## src/rtl/miller_rabin_prime_test_unit_macros.svh

```systemverilog
// Assertion macros for the prime test unit
`ifndef MILLER_RABIN_PRIME_TEST_UNIT_MACROS_SVH
`define MILLER_RABIN_PRIME_TEST_UNIT_MACROS_SVH

// Check that an antecedent implies a consequent in the next cycle
`define MR_ASSERT_NEXT(label, ante, cons, msg) \
    label: assert property (@(posedge clk) disable iff (!rst_n) (ante) |=> (cons)) \
        else $error(msg);

// Check that an antecedent implies a consequent in the same cycle
`define MR_ASSERT_NOW(label, ante, cons, msg) \
    label: assert property (@(posedge clk) disable iff (!rst_n) (ante) |-> (cons)) \
        else $error(msg);

`endif

```

## src/rtl/mrpt_pkg.sv

```systemverilog
`timescale 1ns / 1ps
package mrpt_pkg;
    localparam int LIST_LEN = 13;

    function automatic logic [5:0] witness(input logic [3:0] idx);
        logic [5:0] w;
        begin
            case (idx)
                4'd0: w = 6'd2;
                4'd1: w = 6'd3;
                4'd2: w = 6'd5;
                4'd3: w = 6'd7;
                4'd4: w = 6'd11;
                4'd5: w = 6'd13;
                4'd6: w = 6'd17;
                4'd7: w = 6'd19;
                4'd8: w = 6'd23;
                4'd9: w = 6'd29;
                4'd10: w = 6'd31;
                4'd11: w = 6'd37;
                default: w = 6'd41;
            endcase
            return w;
        end
    endfunction
endpackage

```

## src/rtl/miller_rabin_prime_test_unit.sv

```systemverilog
`timescale 1ns / 1ps
// Deterministic Miller-Rabin primality test unit.
// Input channel: candidate with in_valid / in_stall. The unit raises in_stall
// from the cycle after an item is accepted until its result is taken.
// Output channel: is_prime with out_valid / out_stall; one result per item.
// 0, 1, 2 and even numbers need no multiplication. For odd n each witness
// takes about log2(d) + popcount(d) + r modular multiplications,
// all on one shift-and-add mod unit.
// Throughput: one item at a time; the next item is accepted once the result
// has been taken.
// Reset clears the sequencer and drops any item in flight; no result is
// pending afterwards.
// A stalled result holds is_prime and out_valid until the receiver takes it.
// Only the low NUMBER_WIDTH bits of candidate are tested. WITNESS_COUNT
// selects how many witnesses, from 2 upward, are used.
`include "miller_rabin_prime_test_unit_macros.svh"
module miller_rabin_prime_test_unit #(
    parameter int NUMBER_WIDTH  = 64,
    parameter int WITNESS_COUNT = 13
) (
    input  logic        clk,
    input  logic        rst_n,
    input  logic        in_valid,
    output logic        in_stall,
    input  logic [63:0] candidate,
    output logic        out_valid,
    input  logic        out_stall,
    output logic        is_prime
);
    localparam int W  = NUMBER_WIDTH;
    localparam int WC = (WITNESS_COUNT > mrpt_pkg::LIST_LEN) ? mrpt_pkg::LIST_LEN
                                                             : WITNESS_COUNT;
    localparam int RW = $clog2(W + 1);

    localparam logic [3:0] S_IDLE   = 4'd0;
    localparam logic [3:0] S_SPLIT  = 4'd1;
    localparam logic [3:0] S_WIT    = 4'd2;
    localparam logic [3:0] S_PSTEP  = 4'd3;
    localparam logic [3:0] S_PMUL   = 4'd4;
    localparam logic [3:0] S_PSQ    = 4'd5;
    localparam logic [3:0] S_CHK    = 4'd6;
    localparam logic [3:0] S_SQ     = 4'd7;
    localparam logic [3:0] S_OUT    = 4'd8;
    localparam logic [3:0] S_PMULW  = 4'd9;
    localparam logic [3:0] S_PSQW   = 4'd10;
    localparam logic [3:0] S_SQW    = 4'd11;

    logic [3:0]   state_reg, state_next;
    logic [W-1:0] n_reg, n_next;
    logic [W-1:0] d_reg, d_next;
    logic [W-1:0] e_reg, e_next;
    logic [W-1:0] b_reg, b_next;
    logic [W-1:0] v_reg, v_next;
    logic [RW-1:0] r_reg, r_next;
    logic [RW-1:0] i_reg, i_next;
    logic [3:0]   k_reg, k_next;
    logic         res_reg, res_next;

    logic         mul_start;
    logic [W-1:0] mul_x, mul_y;
    logic [W-1:0] mul_prod;
    logic         mul_busy;
    logic         mul_done;
    logic [W-1:0] w_ext;
    logic [W-1:0] n_in;

    assign n_in  = candidate[W-1:0];
    assign w_ext = W'(mrpt_pkg::witness(k_reg));

    mrpt_mulmod #(.W(W)) u_mul (
        .clk   (clk),
        .rst_n (rst_n),
        .start (mul_start),
        .x     (mul_x),
        .y     (mul_y),
        .m     (n_reg),
        .busy  (mul_busy),
        .done  (mul_done),
        .prod  (mul_prod)
    );

    always_comb
    begin
        state_next = state_reg;
        n_next     = n_reg;
        d_next     = d_reg;
        e_next     = e_reg;
        b_next     = b_reg;
        v_next     = v_reg;
        r_next     = r_reg;
        i_next     = i_reg;
        k_next     = k_reg;
        res_next   = res_reg;
        mul_start  = 1'b0;
        mul_x      = v_reg;
        mul_y      = b_reg;
        case (state_reg)
            S_IDLE:
            begin
                if (in_valid)
                begin
                    n_next = n_in;
                    d_next = n_in - W'(1);
                    r_next = '0;
                    k_next = '0;
                    if (n_in <= W'(1))
                    begin
                        res_next   = 1'b0;
                        state_next = S_OUT;
                    end
                    else if (n_in == W'(2))
                    begin
                        res_next   = 1'b1;
                        state_next = S_OUT;
                    end
                    else if (!n_in[0])
                    begin
                        res_next   = 1'b0;
                        state_next = S_OUT;
                    end
                    else
                    begin
                        state_next = S_SPLIT;
                    end
                end
            end
            S_SPLIT:
            begin
                if (d_reg[0])
                begin
                    state_next = S_WIT;
                end
                else
                begin
                    d_next = d_reg >> 1;
                    r_next = r_reg + RW'(1);
                end
            end
            S_WIT:
            begin
                if ((32'(k_reg) >= WC) || (w_ext >= n_reg))
                begin
                    res_next   = 1'b1;
                    state_next = S_OUT;
                end
                else
                begin
                    v_next     = W'(1);
                    b_next     = w_ext;
                    e_next     = d_reg;
                    state_next = S_PSTEP;
                end
            end
            S_PSTEP:
            begin
                if (e_reg == '0)
                begin
                    i_next     = '0;
                    state_next = (v_reg == W'(1)) ? S_WIT : S_CHK;
                    if (v_reg == W'(1))
                    begin
                        k_next = k_reg + 4'd1;
                    end
                end
                else if (e_reg[0])
                begin
                    mul_start  = 1'b1;
                    state_next = S_PMULW;
                end
                else
                begin
                    mul_start  = 1'b1;
                    mul_x      = b_reg;
                    state_next = S_PSQW;
                end
            end
            S_PMULW:
            begin
                if (mul_done)
                begin
                    v_next     = mul_prod;
                    state_next = S_PMUL;
                end
            end
            S_PMUL:
            begin
                mul_start  = 1'b1;
                mul_x      = b_reg;
                state_next = S_PSQW;
            end
            S_PSQW:
            begin
                if (mul_done)
                begin
                    b_next     = mul_prod;
                    e_next     = e_reg >> 1;
                    state_next = S_PSQ;
                end
            end
            S_PSQ:
            begin
                state_next = S_PSTEP;
            end
            S_CHK:
            begin
                if (i_reg >= r_reg)
                begin
                    res_next   = 1'b0;
                    state_next = S_OUT;
                end
                else if (v_reg == n_reg - W'(1))
                begin
                    k_next     = k_reg + 4'd1;
                    state_next = S_WIT;
                end
                else
                begin
                    mul_start  = 1'b1;
                    mul_y      = v_reg;
                    state_next = S_SQW;
                end
            end
            S_SQW:
            begin
                if (mul_done)
                begin
                    v_next     = mul_prod;
                    i_next     = i_reg + RW'(1);
                    state_next = S_SQ;
                end
            end
            S_SQ:
            begin
                state_next = S_CHK;
            end
            S_OUT:
            begin
                if (!out_stall)
                begin
                    state_next = S_IDLE;
                end
            end
            default:
            begin
                state_next = S_IDLE;
            end
        endcase
    end

    always_ff @(posedge clk or negedge rst_n)
    begin
        if (!rst_n)
        begin
            state_reg <= S_IDLE;
        end
        else
        begin
            state_reg <= state_next;
        end
    end

    always_ff @(posedge clk)
    begin
        n_reg   <= n_next;
        d_reg   <= d_next;
        e_reg   <= e_next;
        b_reg   <= b_next;
        v_reg   <= v_next;
        r_reg   <= r_next;
        i_reg   <= i_next;
        k_reg   <= k_next;
        res_reg <= res_next;
    end

    assign in_stall  = (state_reg != S_IDLE);
    assign out_valid = (state_reg == S_OUT);
    assign is_prime  = res_reg;

    `MR_ASSERT_NOW(a_no_both, out_valid, in_stall, "result shown while accepting")
    `MR_ASSERT_NEXT(a_hold, out_valid && out_stall, out_valid && $stable(is_prime),
        "stalled result changed")
    `MR_ASSERT_NOW(a_mul_idle, mul_start, !mul_busy, "multiply started while busy")
    `MR_ASSERT_NEXT(a_take, in_valid && !in_stall, in_stall, "accept did not stall")
endmodule

```

## src/rtl/mrpt_mulmod.sv

```systemverilog
`timescale 1ns / 1ps
`include "miller_rabin_prime_test_unit_macros.svh"
module mrpt_mulmod #(
    parameter int W = 64
) (
    input  logic         clk,
    input  logic         rst_n,
    input  logic         start,
    input  logic [W-1:0] x,
    input  logic [W-1:0] y,
    input  logic [W-1:0] m,
    output logic         busy,
    output logic         done,
    output logic [W-1:0] prod
);
    logic [W-1:0] acc_reg, acc_next;
    logic [W-1:0] x_reg, x_next;
    logic [W-1:0] y_reg, y_next;
    logic [W-1:0] m_reg;
    logic         busy_reg, busy_next;
    logic         done_reg, done_next;
    logic [W-1:0] gap_x, sum_acc, sum_x;

    // add_mod(acc, x) and add_mod(x, x)
    assign gap_x   = m_reg - x_reg;
    assign sum_acc = (acc_reg >= gap_x) ? (acc_reg - gap_x) : (acc_reg + x_reg);
    assign sum_x   = (x_reg >= gap_x) ? (x_reg - gap_x) : (x_reg + x_reg);

    always_comb
    begin
        acc_next  = acc_reg;
        x_next    = x_reg;
        y_next    = y_reg;
        busy_next = busy_reg;
        done_next = 1'b0;
        if (start)
        begin
            acc_next  = '0;
            x_next    = x;
            y_next    = y;
            busy_next = 1'b1;
        end
        else if (busy_reg)
        begin
            if (y_reg == '0)
            begin
                busy_next = 1'b0;
                done_next = 1'b1;
            end
            else
            begin
                if (y_reg[0])
                begin
                    acc_next = sum_acc;
                end
                x_next = sum_x;
                y_next = y_reg >> 1;
            end
        end
    end

    always_ff @(posedge clk or negedge rst_n)
    begin
        if (!rst_n)
        begin
            busy_reg <= 1'b0;
            done_reg <= 1'b0;
        end
        else
        begin
            busy_reg <= busy_next;
            done_reg <= done_next;
        end
    end

    always_ff @(posedge clk)
    begin
        acc_reg <= acc_next;
        x_reg   <= x_next;
        y_reg   <= y_next;
        if (start)
        begin
            m_reg <= m;
        end
    end

    assign busy = busy_reg;
    assign done = done_reg;
    assign prod = acc_reg;

    `MR_ASSERT_NEXT(a_done_after_busy, done_reg, !busy_reg, "done while busy")
    `MR_ASSERT_NOW(a_done_not_busy, done_reg, !busy_reg, "done and busy together")
    `MR_ASSERT_NEXT(a_start_busy, start, busy_reg, "start did not set busy")
endmodule

```

## config.mk

```make
export PLATFORM = sky130hd
export DESIGN_NAME = miller_rabin_prime_test_unit
export DESIGN_NICKNAME = d
export VERILOG_FILES = /design/src/rtl/mrpt_pkg.sv /design/src/rtl/miller_rabin_prime_test_unit.sv /design/src/rtl/mrpt_mulmod.sv
export VERILOG_INCLUDE_DIRS = /design/src /design/src/rtl
export SDC_FILE = /design/constraint.sdc
export NUM_CORES = 2
export LEC_CHECK = 0
export ABC_AREA = 0
export ABC_CLOCK_PERIOD_IN_PS = 9360
export BUFFER_PORTS_ARGS = -buffer_cell sky130_fd_sc_hd__buf_2
export CAP_MARGIN = 10
export CORE_UTILIZATION = 40
export CTS_BUF_LIST = sky130_fd_sc_hd__clkbuf_16
export DETAILED_ROUTE_END_ITERATION = 8
export PLACE_DENSITY = 0.61
export REMOVE_ABC_BUFFERS = 1
export SYNTH_ARGS = -nofsm -noshare
export SYNTH_HDL_FRONTEND = slang
export SYNTH_SLANG_ARGS = --single-unit
```

## constraint.sdc

```tcl
create_clock -name clk -period 9.36 [get_ports clk]
set_input_delay 0 -clock clk [delete_from_list [all_inputs] [get_ports clk]]
set_output_delay 0 -clock clk [all_outputs]
set_load 0.01 [all_outputs]
```

# Yosys cells after proc, flatten, opt, wreduce, memory -nomap -nowiden
# Memory sizes are Yosys's and may differ from the RTL's. A register that Yosys moved wholly into a read port is not among the register bits.
# Index checks and enable logic that the tools add are counted.
dict set report totals {
  register_bits 601
  rom_bits 96
  input_bits 68
  out_inout_bits 3
  n_memories 1
}
dict set report op_classes {
  addsub 10
  n_lt_le_gt_ge 6
  n_eq_ne 31
  muxes 71
  bitwise_logic 1
  reduce_logical 24
}
# memory depth width read_ports rd_clocked_by_memory_dff wr line
set mem_list {}
lappend mem_list {{(name not given)} 16 6 1 1 0 mrpt_pkg.sv:8} ;# case (idx)
# cell count
set ops {}
lappend ops {{64-bit 2-to-1 mux} 20}
lappend ops {{64-bit case mux with 2 select lines} 5}
lappend ops {{64-bit subtractor} 3}
lappend ops {{64-bit adder} 2}
lappend ops {{64-bit >= comparator} 2}
lappend ops {{64-bit logical NOT} 2}
lappend ops {{64-bit by 1-bit subtractor with 64-bit output, second input constant} 2}
lappend ops {{4-bit 2-to-1 mux} 19}
lappend ops {{64-bit by 1-bit == test with 1-bit output, second input constant} 1}
lappend ops {{64-bit by 2-bit == test with 1-bit output, second input constant} 1}
lappend ops {{64-bit == test} 1}
lappend ops {{6-bit by 64-bit >= comparator with 1-bit output} 1}
lappend ops {{64-bit by 1-bit less-or-equal comparator with 1-bit output, second input constant} 1}
lappend ops {{4-bit case mux with 12 select lines} 1}
lappend ops {{7-bit 2-to-1 mux} 4}
lappend ops {{7-bit case mux with 2 select lines} 2}
lappend ops {{2-bit != test, second input constant} 12}
lappend ops {{4-bit by 3-bit == test with 1-bit output, second input constant} 4}
lappend ops {{4-bit == test, second input constant} 4}
lappend ops {{1-bit 2-to-1 mux} 15}
lappend ops {{3-bit AND reduction} 5}
lappend ops {{7-bit by 1-bit adder with 7-bit output, second input constant} 2}
lappend ops {{4-bit case mux with 3 select lines} 1}
lappend ops {{6-bit AND reduction} 2}
lappend ops {{other kinds (19)} 31}

# Logic depth before layout (Yosys ltp)
dict set report logic_depth {
  word_depth 7
  ltp_mapped 35
  depth_no_buf 32
}

# Cells and area by module
# Synthesis repeated with hierarchy kept, for this count alone.
dict set report unflattened {
  cells_unflattened 4607
  area_unflattened_um2 44506.4
}
# mod n_inst cells_each area_per_inst_um2 seq_area_each_um2
set by_module_without_submodules {}
lappend by_module_without_submodules {mrpt_mulmod 1 2964 25064.0 7096.8}
lappend by_module_without_submodules {miller_rabin_prime_test_unit 1 1643 19442.4 10400.0}

# Worst setup path before layout
# OpenSTA, ideal clock, no wires.
dict set report synth_timing {
  kind {register -> register}
  from {register n_reg[10]}
  to {register u_mul.x_reg[0] (enable)}
  setup_time_ns 1.121
  arrival_ns 5.781
  required_ns 8.239
  slack_ns 2.458
  stages_incl_launch_ff 16
  path_buffers 4
  synth_period_minus_slack_ns 6.902
  cell_sequence {edfxtp_1 > or4_4 > buf_6 > or4b_4 > nand4bb_4 > buf_6 > nor4_4 > xnor2_1 > a2111o_1 > nor4_2 > nand4_1 > and3_1 > nor2b_1 > buf_2 > clkbuf_1 > nand2b_1}
}
dict set report synth_between {
  elab_chain_cells 7
  word_cells_on_any_way 8
  classes_between {add/sub (1); eq/ne (2); mux (3); reduce/logical (2)}
}
# item line
set synth_lines {}
lappend synth_lines {{start, declared} miller_rabin_prime_test_unit.sv:49} ;# logic [W-1:0] n_reg, n_next;
lappend synth_lines {{start signal, assigned} miller_rabin_prime_test_unit.sv:264} ;# n_reg <= n_next;
lappend synth_lines {{64-bit by 1-bit subtractor with 64-bit output (*)} miller_rabin_prime_test_unit.sv:211} ;# else if (v_reg == n_reg - W'(1))
lappend synth_lines {{64-bit == test (*)} miller_rabin_prime_test_unit.sv:211}
lappend synth_lines {{1-bit 2-to-1 mux (*)} miller_rabin_prime_test_unit.sv:211}
lappend synth_lines {{1-bit 2-to-1 mux (*)} miller_rabin_prime_test_unit.sv:206} ;# if (i_reg >= r_reg)
lappend synth_lines {{1-bit case mux with 3 select lines (*)} miller_rabin_prime_test_unit.sv:97} ;# case (state_reg)
lappend synth_lines {{2-bit != test (no line) / 2-bit nonzero test (equally long branches)} --}
lappend synth_lines {{2-bit AND reduction (no line) (*)} --}
lappend synth_lines {{end signal, assigned} mrpt_mulmod.sv:79} ;# x_reg <= x_next;
lappend synth_lines {{end, declared} mrpt_mulmod.sv:17} ;# logic [W-1:0] x_reg, x_next;
# Every way passes the cells marked *; elsewhere a longest branch is shown, timed or not.
# A chain may end at the register's enable or synchronous reset.

# Worst setup path in the final report
dict set report layout_timing {
  from {register u_mul.x_reg[34]}
  to {register u_mul.acc_reg[30] (netlist: u_mul.prod[30])}
}
dict set report layout_between {
  elab_chain_cells 3
}
# item line
set layout_lines {}
lappend layout_lines {{64-bit subtractor} mrpt_mulmod.sv:25} ;# assign gap_x = m_reg - x_reg;
lappend layout_lines {{64-bit >= comparator} mrpt_mulmod.sv:26} ;# assign sum_acc = (acc_reg >= gap_x) ? (acc_reg - gap_x) : (acc_reg + x_reg);
lappend layout_lines {{64-bit 2-to-1 mux} mrpt_mulmod.sv:26}
lappend layout_lines {{end signal, assigned} mrpt_mulmod.sv:78} ;# acc_reg <= acc_next;
lappend layout_lines {{end, declared} mrpt_mulmod.sv:16} ;# logic [W-1:0] acc_reg, acc_next;
# Every way passes these cells.

==> flow_metrics.tcl <==
set metrics [dict create \
    drv_slew 0 \
    rsz0062_at_grt "no" \
    gr-usage-all-layers 0.2734 \
    port_buffers 70 \
    r2r-start "u_mul.x_reg[34]" \
    max_freq_ghz 0.1186 \
    cp-start-kind "flop" \
    hold-path-cell-count 2 \
    firstDrtPassIters 6 \
    area_delta_synth_final_pct 10.93 \
    grt_pass1_vias 35740 \
    place_ws_ns 1.106 \
    wirelength_um 156800 \
    gp_congestion 0.9815 \
    critPathRequiredTime_ns 9.83 \
    hold_path.class "in -> reg" \
    most-common-layout-cells "531 x edfxtp_1, 420 x a21oi_1, 344 x o21ai_0" \
    cts_resized 0 \
    synth_edf_count 531 \
    routed_via_density 6.095 \
    setup_viol 0 \
    crit_top_cell "o21ai_0" \
    crit_arrival_ns 8.91 \
    cts_tree "built" \
    grt_pass1_wl_um 231600 \
    yosysWarningCount 0 \
    crit_path_max_incr_delay_ns 0.71 \
    cap_violations 0 \
    cp-end-kind "flop" \
    yosysSeqAreaShare 0.3934 \
    ant_nets 0 \
    layout.cells.most_common "edfxtp_1" \
    worstSkewPairLatency_ns 0.66 \
    finalNetCount 5125 \
    min_to "n_reg[62]" \
    clock_skew_ns 0.02929 \
    synthArstFlopShare 0.009885 \
    slew_headroom 0.2842 \
    grt.overflow.total 0 \
    fin_util 0.4501 \
    grt_max_degree 111 \
    slowest_stage "a311oi_1" \
    yosys-top-cells-area "edfxtp_1 36%, ha_1 7.4%, a21oi_1 4.7%, xnor2_1 4.5%, o21ai_0 3.9%" \
    die_area_um2 112500 \
    path_clk_slew_ns 0.06 \
    core_um2 109600 \
    ys_types 96 \
    ys.flop_type "edfxtp_1" \
    synth_seq_cells 607 \
    finalHoldViolations 0 \
    finalCritPeriodShare 0.9009 \
    h-tree-depth 3 \
    vias 38530 \
    status "finished, final reports clean" \
    route.detailed.drc 0 \
    dpl.hpwl_um 119900 \
    num_rows 121 \
    die_w_um 335.5 \
    synthesis.area_um2 44480 \
    cts_made_buffers 71 \
    ff2ff_setup_slack_ns 0.93 \
    fin_ws_ns 0.9277 \
    initial_core_util 0.4058 \
    critPathKind "reg -> reg" \
    final.setup.tns_ns 0 \
    avgRoutedWirePerCell_um 24.80 \
    syn_inst 4771 \
    finalWorstPathRequiredPeriod_ns 8.432 \
    clkSinkCount 607 \
    worstPathMaxFanout 44 \
    yosys.area.top_type "edfxtp_1" \
    cts-root-buf "clkbuf_16" \
    layout-drive-gt1-share 0.07595 \
    num_io_pins 71 \
    r2r_cells 31 \
    antenna_found_initial 8 \
    die_y_um 335.5 \
    yosys.area.top_type_share 0.3585 \
    ctsLongestPathBuffers 3 \
    worstHoldStart "candidate[62]" \
    tightest_slew_ns 1.060 \
    avgSynthCellArea_um2 9.322 \
    timing.rr.end "u_mul.prod[30]" \
    drtIter0Drc 3665 \
]
==> synth_stat cells, drive strengths merged, types with 31 or more instances <==
cell / instances
edfxtp: 531
a21oi: 420
o21ai: 349
nand2: 340
nor2: 338
ha: 263
xnor2: 230
clkbuf: 214
inv: 179
xor2: 158
a21o: 152
and3: 145
mux2i: 139
nand3: 136
nor3: 116
a211oi: 109
nor4: 106
nand4: 84
mux2: 83
dfxtp: 70
nand2b: 49
nor2b: 47
a31oi: 38
or3: 36
o21bai: 34
o21a: 31
==> cell type report <==
class | instances | area, µm²
diodes | 1 | 2.502
clock inverters | 54 | 584.3
multi-input cells | 3748 | 25470
well taps | 1476 | 1847
fillers | 10590 | 60270
flip-flops and latches | 607 | 17500
clock buffers | 74 | 1852
repair buffers | 183 | 1409
inverters | 179 | 679.4
==> per-layer routing <==
metal	wire, µm	vias to the layer above	global-route usage
met5	24	-	0
met4	6345	4	0.1103
met3	11730	254	0.03840
met2	69340	1619	0.4223
met1	69360	18680	0.3835
li1	-	17970	-
==> logic make-up (layout without fill, tap and decap cells) <==
family	count (synthesis)	after routing	synth area share
simple gates	1496	1496	0.1697
other cells	0	1	0
buf+inv	416	490	0.03612
mux	222	222	0.05275
compound gates	1358	1358	0.1908
xor+xnor	392	392	0.07843
flops	607	607	0.3934
fa+ha+maj	280	280	0.07877
==> metrics by stage <==
stage | area (µm²) | instances | hold slack, ns
after floorplan | 43540 | 4534 | -0.2956
after global placement | 46210 | 6124 | -0.1424
after detailed placement | 46210 | 6124 | -0.1390
after CTS | 49340 | 6321 | 0.09925
after global routing | 49340 | 6321 | 0.1221
final | 49340 | 6322 | 0.1397
==> worst max-delay path, delay by kind of cell, from the launching register on <==
family,cells,cell delay (ns)
adder cells (fa/ha/maj),2,1.00
AO/OA/AOI/OAI,14,3.83
flip-flops,1,0.45
buffers and inverters,3,0.60
AND/OR/NAND/NOR,12,2.34
==> worst max-delay path by stage <==
stage,startpoint,end,cells after the start
after floorplan,n_reg[14],u_mul.x_reg[1],13
after global placement,u_mul.m_reg[0],u_mul.x_reg[24],26
after detailed placement,u_mul.x_reg[34],u_mul.prod[29],30
after CTS,u_mul.m_reg[0],u_mul.x_reg[24],26
after global routing,u_mul.x_reg[34],u_mul.prod[29],30
final,u_mul.x_reg[34],u_mul.prod[30],31
==> timing repair <==
action                                 in CTS  in global routing
setup buffers                               0                  0
hold buffers                               69                  0
endpoints found under the hold margin     137                  0
Power is left out: the tool's default activity adds up to more than one toggle a clock period on the data nets, which glitch-free logic cannot reach.
